## config.mk

```make
export PLATFORM = sky130hd
export DESIGN_NAME = armt_ctrl
export DESIGN_NICKNAME = d
export VERILOG_FILES = /design/src/rtl/armt_pkg.sv /design/src/rtl/armt_ctrl.sv
export SDC_FILE = /design/constraint.sdc
export NUM_CORES = 1
export LEC_CHECK = 0
export ABC_AREA = 1
export BUFFER_PORTS_ARGS = -buffer_cell sky130_fd_sc_hd__buf_2
export CAP_MARGIN = 20
export CORE_ASPECT_RATIO = 1.2
export CORE_MARGIN = 2
export CORE_UTILIZATION = 35
export DETAILED_ROUTE_END_ITERATION = 10
export SYNTH_ARGS = -nofsm -noshare
export SYNTH_HDL_FRONTEND = slang
export SYNTH_SLANG_ARGS = --single-unit
export TNS_END_PERCENT = 30
```

## constraint.sdc

```tcl
create_clock -name clock -period 1.1 [get_ports clock]
set_input_delay 0.11 -clock clock [delete_from_list [all_inputs] [get_ports clock]]
set_output_delay 0.11 -clock clock [all_outputs]
set_load 0.01 [all_outputs]
```

## src/rtl/armt_pkg.sv

```systemverilog
package armt_pkg;

   localparam int DEF_MAX_RANGES = 16;
   localparam int WORD_W         = 64;
   localparam int COUNT_OUT_W    = 5;
   localparam int REQ_TDATA_W    = 5 * WORD_W;
   localparam int REQ_TUSER_W    = 1;
   localparam int RSP_TDATA_W    = 8;
   localparam int RANGE_W        = 2 * WORD_W;

   localparam logic OP_RECORD   = 1'b0;
   localparam logic OP_CLEAR    = 1'b1;
   localparam logic STATUS_OK   = 1'b0;
   localparam logic STATUS_FAIL = 1'b1;

   typedef struct packed {
      logic load;
      logic sum;
      logic clip;
      logic start;
      logic rd;
      logic eval;
      logic copy;
      logic tail;
      logic clear;
      logic commit;
      logic rsp_load;
   } armt_cmd_type;

   typedef struct packed {
      logic is_clear;
      logic fail;
      logic empty;
      logic clip_empty;
      logic has_more;
      logic defer;
   } armt_sts_type;

endpackage

```

## src/rtl/armt_ctrl.sv

```systemverilog
module armt_ctrl (
   input  logic                   clock,
   input  logic                   reset,
   input  logic                   req_tvalid,
   output logic                   req_tready,
   output logic                   rsp_tvalid,
   input  logic                   rsp_tready,
   output armt_pkg::armt_cmd_type cmd,
   input  armt_pkg::armt_sts_type sts
);

   import armt_pkg::*;

   typedef enum logic [9:0] {
      S_IDLE  = 10'b00_0000_0001,
      S_SUM   = 10'b00_0000_0010,
      S_CHECK = 10'b00_0000_0100,
      S_TEST  = 10'b00_0000_1000,
      S_READ  = 10'b00_0001_0000,
      S_EVAL  = 10'b00_0010_0000,
      S_COPY  = 10'b00_0100_0000,
      S_TAIL  = 10'b00_1000_0000,
      S_JUDGE = 10'b01_0000_0000,
      S_DONE  = 10'b10_0000_0000
   } armt_state_type;

   armt_state_type state_ff, state_in;
   logic           rsp_valid_ff, rsp_valid_in;
   logic           slot_free;

   assign slot_free  = !rsp_valid_ff || rsp_tready;
   assign req_tready = (state_ff == S_IDLE);
   assign rsp_tvalid = rsp_valid_ff;

   always_comb begin
      state_in = state_ff;
      cmd      = '0;
      unique case (state_ff)
         S_IDLE: begin
            if (req_tvalid) begin
               cmd.load = 1'b1;
               state_in = S_SUM;
            end
         end
         S_SUM: begin
            if (sts.is_clear) begin
               cmd.clear = 1'b1;
               state_in  = S_DONE;
            end else begin
               cmd.sum  = 1'b1;
               state_in = S_CHECK;
            end
         end
         S_CHECK: begin
            if (sts.fail || sts.empty) begin
               state_in = S_DONE;
            end else begin
               cmd.clip = 1'b1;
               state_in = S_TEST;
            end
         end
         S_TEST: begin
            cmd.start = 1'b1;
            state_in  = sts.clip_empty ? S_DONE : S_READ;
         end
         S_READ: begin
            if (sts.has_more) begin
               cmd.rd   = 1'b1;
               state_in = S_EVAL;
            end else begin
               state_in = S_TAIL;
            end
         end
         S_EVAL: begin
            cmd.eval = 1'b1;
            state_in = sts.defer ? S_COPY : S_READ;
         end
         S_COPY: begin
            cmd.copy = 1'b1;
            state_in = S_READ;
         end
         S_TAIL: begin
            cmd.tail = 1'b1;
            state_in = S_JUDGE;
         end
         S_JUDGE: begin
            cmd.commit = 1'b1;
            state_in   = S_DONE;
         end
         S_DONE: begin
            if (slot_free) begin
               cmd.rsp_load = 1'b1;
               state_in     = S_IDLE;
            end
         end
         default: state_in = S_IDLE;
      endcase
   end

   assign rsp_valid_in = cmd.rsp_load | (rsp_valid_ff & ~rsp_tready);

   always_ff @(posedge clock) begin
      if (reset) begin
         state_ff     <= S_IDLE;
         rsp_valid_ff <= 1'b0;
      end else begin
         state_ff     <= state_in;
         rsp_valid_ff <= rsp_valid_in;
      end
   end

endmodule

```

==> run_results.csv, run 1 <==
group,metric,value,unit
synthesis,synth.largest_area_cell,"dfxtp_1",
hold_path,hp-class,"primary input to register",
hold_path,min_from,"sts[1]",
clock_tree,max-clock-path-buffers,2,
synthesis,ys.flop_type,"dfxtp_1",
power,power_frac_clock,0.310,
critical_path,path_buf_inv,2,
timing,final_max_slew_viol_count,0,
flow_run,cap_violations,0,
synthesis,yosysMostFrequentCell,"inv_1",
floorplanning,io_pins,23,
clock_tree,cts_tree,"done",
timing,hold_viol,0,
timing,max_clock_freq,661,MHz
clock_tree,h-tree-depth,1,
timing,setup_viol,19,
timing,fin_ws,-413,ps
synthesis,synth.avg_cell_area,6.54,µm²
synthesis,synth_commonest_cells,"27 x inv_1, 17 x nand2_1, 17 x nor2_1, 11 x dfxtp_1, 9 x nand3_1",
detailed_routing,drt_iter0_drc,19,
critical_path,rrSetupSlack,-270,ps
placement,port_buffers,22,
timing,period_needed,1510,ps
placement,dp.cells,164,
detailed_routing,vias,831,
synthesis,yosysWarnings,0,
critical_path,critical_path_required,990,ps
global_route,grt_max_degree,10,
timing,finClkSkew,9.95,ps
floorplanning,coreArea,2030,µm²
global_route,grt_busiest_layer,"met2",
synthesis,yosysTopAreaCellShare,0.295,
synthesis,syn_nets,124,
critical_path,rr_startpoint,"state_ff[3]",
detailed_routing,routed_via_density,4.72,
layout,antennaDiodeCount,0,
detailed_routing,drc,0,
power,peakVddDrop,596,µV
power,pwr-share-comb,0.245,
critical_path,cp_data_arrival_time,1400,ps
layout,drive_gt1_frac,0.551,
global_route,gr-total-overflow,0,
floorplanning,start_util,0.368,
critical_path,worstSetupPathType,"register to output pin",
synthesis,synth_cell_types,23,
synthesis,syn_inst,114,
critical_path,path_common_cell,"nor2_4",
global_route,grtUsageMet2,0.317,
critical_path,end_kind,"output pin",
floorplanning,rows,18,
layout,synthToLayoutAreaGrowth,52.7,%
clock_tree,clk_latency,280,ps
global_route,grt_pass1_wl,3230,µm
global_route,grt_util_met3,0.0297,
detailed_routing,ant_nets,0,
critical_path,worst_path_max_delay_cell,"dfxtp_2",
layout,num-nets-final,167,
power,power,0.000942,W
clock_tree,cts_num_sinks,11,
placement,gp_congestion,0.825,
timing,fin_tns_setup,-5780,ps
timing,fin_crit_sh,1.38,
critical_path,cp-start-kind,"register",
synthesis,yosys_register_bits,11,
timing,rsz0062_at_grt,"true",
global_route,grt_use_met1,0.202,
clock_tree,cts_buffers,3,
detailed_routing,wire_per_inst,11.5,µm
power,leakage,0.624,nW
synthesis,synth_seq_area_share,0.295,
critical_path,cpPeakStageDelay,340,ps
critical_path,crit_family,"simple AND/OR/NAND/NOR gates",
timing,worstMarginPinSlew,297,ps
floorplanning,die_w,46.1,µm
power,power_density,827,nW/µm²
power,power.switching,0.000297,W
critical_path,cp_cell_sequence,"nor2_4, nand2_4, nor2_4, nand2_1, or2_1, inv_1, buf_2",
hold_path,holdPathEnd,"state_ff[7]",
critical_path,worstPathMaxFanout,6,
synthesis,synth_area,746,µm²
layout,stdcell_count,176,
outcome,status,"finished, violations left",
detailed_routing,firstDrtPassIters,4,
placement,dpl.hpwl,1460,µm
power,swShare,0.315,
power,seq_power_share,0.445,
clock_tree,cts-root-buf,"clkbuf_4",
synthesis,async_reset_ff_frac,0,
critical_path,rr_worst_depth,7,
synthesis,synth_area_leaders,"dfxtp_1 30%, inv_1 14%, nand2_1 8.6%, nor2_1 8.6%, nor2_4 7.6%",
timing,slew_headroom,0.802,
floorplanning,dieArea,2520,µm²
global_route,antenna_found_initial,0,
global_route,track_usage,0.180,
critical_path,r2r-end,"state_ff[9]",
floorplanning,die_h,54.6,µm
timing,hold_ws,15.5,ps
outcome,failed_checks,"negative setup slack",
detailed_routing,routed_wl,2020,µm
clock_tree,path_clk_slew,70,ps
hold_path,hold_depth,2,
global_route,grt_pass1_vias,779,
synthesis,synth_edf_count,0,
critical_path,startpoint,"state_ff[5]",
power,p_int,0.000645,W
[logic make-up after synthesis]
family | count (synthesis) | synth area share
simple gates | 68 | 0.515
buf+inv | 29 | 0.146
flops | 11 | 0.295
compound gates | 6 | 0.0436
[timing repair]
action	4_1_cts	5_1_grt
gates resized for setup	15	11
buffers inserted	6	2
setup endpoints to repair	20	22
pin swaps	7	3
hold endpoints to repair	0	0
hold buffers	0	0
[worst reg2reg max path, delay by kind of cell (launching register included)]
family	cells	cell delay (ps)
compound gates	1	140
buf+inv	2	300
flops	1	340
simple gates	4	510
[power by group through the flow]
stage | combinational [W] | sequential, W | clock, W
floorplan | 0.000129 | 0.000421 | 0
global placement | 0.000189 | 0.000422 | 0
detailed placement | 0.000193 | 0.000422 | 0
CTS | 0.000218 | 0.000417 | 0.000291
global route | 0.000254 | 0.000420 | 0.000314
finish | 0.000231 | 0.000419 | 0.000292
[layout make-up]
type / count / area, µm²
Clock buffer: 3 / 22.5
Timing Repair Buffer: 39 / 238
Sequential cell: 11 / 233
Fill cell: 184 / 888
Inverter: 28 / 105
Multi-Input combinational cell: 74 / 510
Clock inverter: 1 / 5.00
Tap cell: 20 / 25.0
[worst max path at each step]
| stage | endpoint | slack [ps] | depth (start not counted) |
|---|---|---|---|
| after floorplan | state_ff[4] | -110 | 8 |
| after global placement | state_ff[3] | -160 | 6 |
| after detailed placement | state_ff[4] | -160 | 7 |
| after CTS | cmd[8] | -410 | 7 |
| after global routing | cmd[0] | -490 | 6 |
| final | cmd[8] | -410 | 7 |
[stage by stage]
stage	cell area [µm²]	worst slack, ps	util
after floorplan	773	-115	-
after global placement	972	-162	0.480
after detailed placement	972	-162	0.480
after CTS	1100	-412	0.541
after global routing	1140	-494	0.562
final	1140	-413	0.562
[placed cells by master (no fill, tap or decap), types with 3 or more instances in the layout]
cell      Yosys  routed
inv_1        27      26
buf_2         0      22
buf_4         0      17
nor2_1       17      14
nand2_1      17      13
dfxtp_2       0      10
nor2_4        5       9
nand2_2       4       7
nand3_1       9       5
nand3_2       0       4
nor3_1        5       3
clkbuf_4      0       3
[layer usage]
layer / share of wire / routed length (µm)
met1: 0.40 / 818
met2: 0.53 / 1070
met3: 0.044 / 88
met4: 0.022 / 44
met5: 0 / 0
[flip-flops by register name, indices dropped and copies added, names as in the netlist]
register,flops
state_ff,10
rsp_tvalid,1
Power figures use the tool's default switching activity.
==> run 2, diff against run 1 <==
clock period = 1.6 ns   (was 1.1 ns; I/O delays follow)
==> run 2 against run 1 <==
The flow now finishes without violations. Worst hold slack improved by 52 ps. Power is 36% lower. Wire length fell by 18%. Die area unchanged. Sequential share of layout area grew 2.7 points. Combinational power is 44% lower. Sequential power shrank 32%. Clock power decreased by 36%. Clock skew down 8.9 ps. Critical path depth shrank 2. Non-clock buffer count fell by 14. Critical path type unchanged.
==> run_results.csv, run 2 (synthesis gave the netlist of run 1 again) <==
group,metric,value,unit
detailed_routing,wire_per_inst,10.3,µm
timing,hold_viol,0,
floorplanning,die_h,54.6,µm
critical_path,end_kind,"output pin",
placement,gp_congestion,0.879,
critical_path,worstSetupEndpoint,"cmd[10]",
floorplanning,rows,18,
global_route,grt_pass1_wl,2570,µm
global_route,grtUsageMet2,0.220,
detailed_routing,routed_wl,1660,µm
clock_tree,clk_latency,270,ps
detailed_routing,vias,753,
flow_run,cap_violations,0,
layout,largest_reg_flops,10,
global_route,grt_busiest_layer,"met2",
clock_tree,holdBufCountCts,0,
global_route,antenna_found_initial,0,
critical_path,startpoint,"state_ff[7]",
clock_tree,cts_num_sinks,11,
hold_path,hp-class,"primary input to register",
global_route,grt_util_met3,0.0330,
detailed_routing,ant_nets,0,
detailed_routing,routed_via_density,4.65,
placement,dp_slack,254,ps
timing,max_clock_freq,633,MHz
timing,slew_headroom,0.810,
global_route,grt_pass1_vias,620,
floorplanning,die_w,46.1,µm
clock_tree,path_clk_slew,70,ps
timing,finClkSkew,1.09,ps
critical_path,rr_startpoint,"state_ff[7]",
timing,fin_crit_sh,0.987,
timing,rsz0062_at_grt,"true",
global_route,grt_max_degree,10,
timing,final_max_slew_viol_count,0,
critical_path,worstSetupPathType,"register to output pin",
global_route,grt_use_met1,0.187,
timing,setup_viol,0,
floorplanning,coreArea,2030,µm²
global_route,gr-total-overflow,0,
layout,regMostFlops,"state_ff",
detailed_routing,drt_iter0_drc,9,
layout,final_cell_mix,"26 x inv_1, 22 x buf_2, 16 x nand2_1",
clock_tree,cts_tree,"done",
layout,layout_commonest_cell,"inv_1",
detailed_routing,drc,0,
power,power_density,617,nW/µm²
layout,antennaDiodeCount,0,
floorplanning,start_util,0.368,
critical_path,critical_path_required,1440,ps
placement,port_buffers,22,
clock_tree,cts-root-buf,"clkbuf_4",
timing,fin_ws,20.1,ps
timing,period_needed,1580,ps
power,peakVddDrop,397,µV
floorplanning,io_pins,23,
global_route,track_usage,0.143,
clock_tree,h-tree-depth,1,
clock_tree,max-clock-path-buffers,2,
timing,fin_tns_setup,0,ps
clock_tree,cts_buffers,3,
critical_path,rr_worst_depth,9,
critical_path,r2r-end,"state_ff[4]",
outcome,status,"complete, no violations",
critical_path,rrSetupSlack,240,ps
detailed_routing,firstDrtPassIters,4,
timing,worstMarginPinSlew,285,ps
layout,drive_gt1_frac,0.401,
floorplanning,dieArea,2520,µm²
critical_path,worstPathMaxFanout,5,
layout,num-nets-final,153,
power,leakage,0.545,nW
critical_path,cp_data_arrival_time,1420,ps
layout,synthToLayoutAreaGrowth,31.0,%
placement,dpl.hpwl,1340,µm
critical_path,cp-start-kind,"register",
run 2: cell types whose count changed in the layout (fill, tap and decap cells not counted), moves of 2 or more:
cell	delta
nand2_1	+3
dfxtp_1	+5
nand3_2	-3
nand3_1	+3
buf_4	-15
nor2_4	-3
nand2_2	-2
dfxtp_2	-5
nor2_2	+2
nor3_1	+2
run 2: how the worst min path moves through the flow:
stage	start	endpoint	slack [ps]	cells after the start
floorplan	sts[1]	state_ff[7]	240	1
global placement	sts[1]	state_ff[7]	340	2
detailed placement	sts[1]	state_ff[7]	350	2
CTS	sts[1]	state_ff[7]	50	2
global route	sts[1]	state_ff[7]	60	2
finish	sts[1]	state_ff[7]	70	2
run 2: power by group:
| part | switching [W] | internal [W] | leakage, nW | total (W) |
|---|---|---|---|---|
| clock network | 0.0000918 | 0.0000966 | 0.0150 | 0.000188 |
| registers | 0.00000516 | 0.000280 | 0.0917 | 0.000285 |
| logic | 0.0000770 | 0.0000525 | 0.439 | 0.000129 |
| total | 0.000174 | 0.000429 | 0.545 | 0.000603 |
run 2: timing repair:
action,4_1_cts,5_1_grt
endpoints found under the setup margin,4,9
pin swaps,0,8
buffers inserted,0,3
resized for setup,3,11
gates cloned,0,0
run 2: final cells by class:
| type | count | area, µm² |
|---|---|---|
| fill | 205 | 1050 |
| timing repair buffer | 25 | 145 |
| clock buffer | 4 | 26.3 |
| multi-input combinational | 74 | 449 |
| tap | 20 | 25.0 |
| inverter | 28 | 105 |
| sequential | 11 | 226 |
run 2: routing by layer:
layer  share of wire  vias up
met2            0.51       17
li1                -      403
met1            0.44      327
met4           0.019        0
met5               0        -
met3           0.030        6
run 2: critical path, cell delays in order, from the launching register on:
cell     delay [ps]
dfxtp_2         340
nor2_4          140
nand2_4         110
buf_12          140
nor4_4          230
buf_2           180
run 2: metrics by stage:
step                      power [W]  std cells  hold WS [ps]  cell area [µm²]   util
after floorplan            0.000373        114           237              746      -
after global placement     0.000404        155           340              877  0.433
after detailed placement   0.000406        155           346              877  0.433
after CTS                  0.000598        159          54.5              911  0.449
after global routing       0.000645        162          61.2              977  0.482
final                      0.000603        162          67.1              977  0.482
==> run 3, diff against run 2 <==
RECOVER_POWER = 100   (was default)
==> run 3 against run 2 <==
Die area is the same. Utilization shrank 0.062 points. Clock power is essentially flat. Wire length shrank 0.24%. Count of clock-buffer cells in the layout is the same. Non-clock buffer count is the same. Maximum frequency is the same. Sequential power is essentially flat. Via count shrank 0.27%. Highest routed layer unchanged.
==> run_results.csv, run 3 (synthesis gave the netlist of run 1 again) <==
group,metric,value,unit
outcome,status,"complete, no violations",
timing,fin_crit_sh,0.987,
clock_tree,cts_num_sinks,11,
timing,hold_ws,67.1,ps
critical_path,end_kind,"output pin",
floorplanning,rows,18,
timing,worstMarginPinSlew,285,ps
global_route,grtUsageMet2,0.220,
global_route,grt_pass1_wl,2570,µm
placement,gp_congestion,0.879,
clock_tree,cts_buffers,3,
layout,num-nets-final,153,
clock_tree,holdBufCountCts,0,
timing,finClkSkew,1.31,ps
layout,seq_area,226,µm²
critical_path,cp_cell_sequence,"nor2_4, nand2_4, buf_12, nor4_4, buf_2",
layout,final_cell_area,976,µm²
placement,dpl.hpwl,1340,µm
global_route,grt_pass1_vias,620,
flow_run,cap_violations,0,
clock_tree,max-clock-path-buffers,2,
global_route,gr-total-overflow,0,
floorplanning,die_w,46.1,µm
timing,hold_viol,0,
timing,period_needed,1580,ps
global_route,grt_busiest_layer,"met2",
floorplanning,die_h,54.6,µm
detailed_routing,routed_wl,1660,µm
hold_path,hp-class,"primary input to register",
layout,layout_commonest_cell,"inv_1",
clock_tree,path_clk_slew,70,ps
detailed_routing,drt_iter0_drc,9,
clock_tree,h-tree-depth,1,
floorplanning,coreArea,2030,µm²
layout,regMostFlops,"state_ff",
clock_tree,cts-root-buf,"clkbuf_4",
global_route,grt_max_degree,10,
floorplanning,io_pins,23,
layout,largest_reg_flops,10,
critical_path,worstSetupPathType,"register to output pin",
power,leakage,0.541,nW
timing,rsz0062_at_grt,"true",
critical_path,critical_path_required,1440,ps
timing,fin_ws,20.1,ps
layout,drive_gt1_frac,0.394,
detailed_routing,routed_via_density,4.64,
timing,setup_viol,0,
placement,dp_slack,254,ps
clock_tree,clk_latency,270,ps
detailed_routing,ant_nets,0,
critical_path,worst_path_max_delay_cell,"dfxtp_2",
critical_path,cp_data_arrival_time,1420,ps
critical_path,crit_family,"simple AND/OR/NAND/NOR gates",
critical_path,worstPathMaxFanout,5,
critical_path,path_buf_inv,2,
placement,port_buffers,22,
detailed_routing,wire_per_inst,10.2,µm
detailed_routing,firstDrtPassIters,4,
floorplanning,start_util,0.368,
critical_path,cpPeakStageDelay,340,ps
timing,slew_headroom,0.810,
global_route,grt_util_met3,0.0330,
layout,synthToLayoutAreaGrowth,30.9,%
timing,final_max_slew_viol_count,0,
layout,fillerInstances,206,
global_route,grt_use_met1,0.187,
layout,final_cell_mix,"26 x inv_1, 21 x buf_2, 16 x nand2_1",
floorplanning,dieArea,2520,µm²
global_route,track_usage,0.143,
clock_tree,cts_tree,"done",
layout,antennaDiodeCount,0,
placement,place_area,877,µm²
timing,max_clock_freq,633,MHz
critical_path,cp-start-kind,"register",
detailed_routing,vias,751,
detailed_routing,drc,0,
power,peakVddDrop,397,µV
layout,multiInputGateArea,449,µm²
power,power_density,618,nW/µm²
global_route,antenna_found_initial,0,
run 3: changes by cell type in the layout (fill, tap and decap cells not counted):
cell | before | now
buf_2 | 22 | 21
clkbuf_1 | 1 | 2
run 3: cell type report:
class,instances,area share
clock buffers,4,0.0269
inverters,28,0.108
multi-input cells,74,0.460
flip-flops and latches,11,0.232
well taps,20,0.0256
repair buffers,25,0.147
run 3: worst reg2reg max path, delay by kind of cell, from the launching register on:
| kind | cells | cell delay, ps |
|---|---|---|
| simple gates | 6 | 700 |
| buf+inv | 3 | 230 |
| flops | 1 | 340 |
run 3: repair_timing:
item	in CTS	in global routing
buffers inserted	0	3
resized for setup	3	11
pin swaps	0	8
setup endpoints to repair	4	9
endpoints found under the hold margin	0	0
run 3: where the power goes:
group / switching [W] / total (W) / internal [W] / leakage (nW)
clock network: 0.0000920 / 0.000189 / 0.0000966 / 0.0150
logic: 0.0000770 / 0.000129 / 0.0000525 / 0.434
registers: 0.00000516 / 0.000285 / 0.000280 / 0.0917
run 3: routing by layer:
| layer | vias up | wire [µm] | share of wire |
|---|---|---|---|
| li1 | 402 | - | - |
| met1 | 326 | 726 | 0.44 |
| met2 | 17 | 847 | 0.51 |
| met3 | 6 | 52 | 0.031 |
| met4 | 0 | 31 | 0.019 |
| met5 | - | 0 | 0 |
run 3: worst paths after layout:
path | from | endpoint | slack [ps] | cells past startpoint
worst min register to register | state_ff[9] | state_ff[9] | 560 | 2
worst min-delay path | sts[1] | state_ff[7] | 70 | 2
worst max register to register | state_ff[7] | state_ff[4] | 240 | 9
worst max-delay path | state_ff[7] | cmd[10] | 20 | 5
run 3: stage by stage:
stage	cells	util	total power (W)	TNS (ps)
6_report	162	0.481	0.000603	0
3_5_place_dp	155	0.433	0.000406	0
5_1_grt	162	0.481	0.000645	-358
4_1_cts	159	0.449	0.000598	-27.2
3_3_place_gp	155	0.433	0.000404	0
2_1_floorplan	114	-	0.000373	0
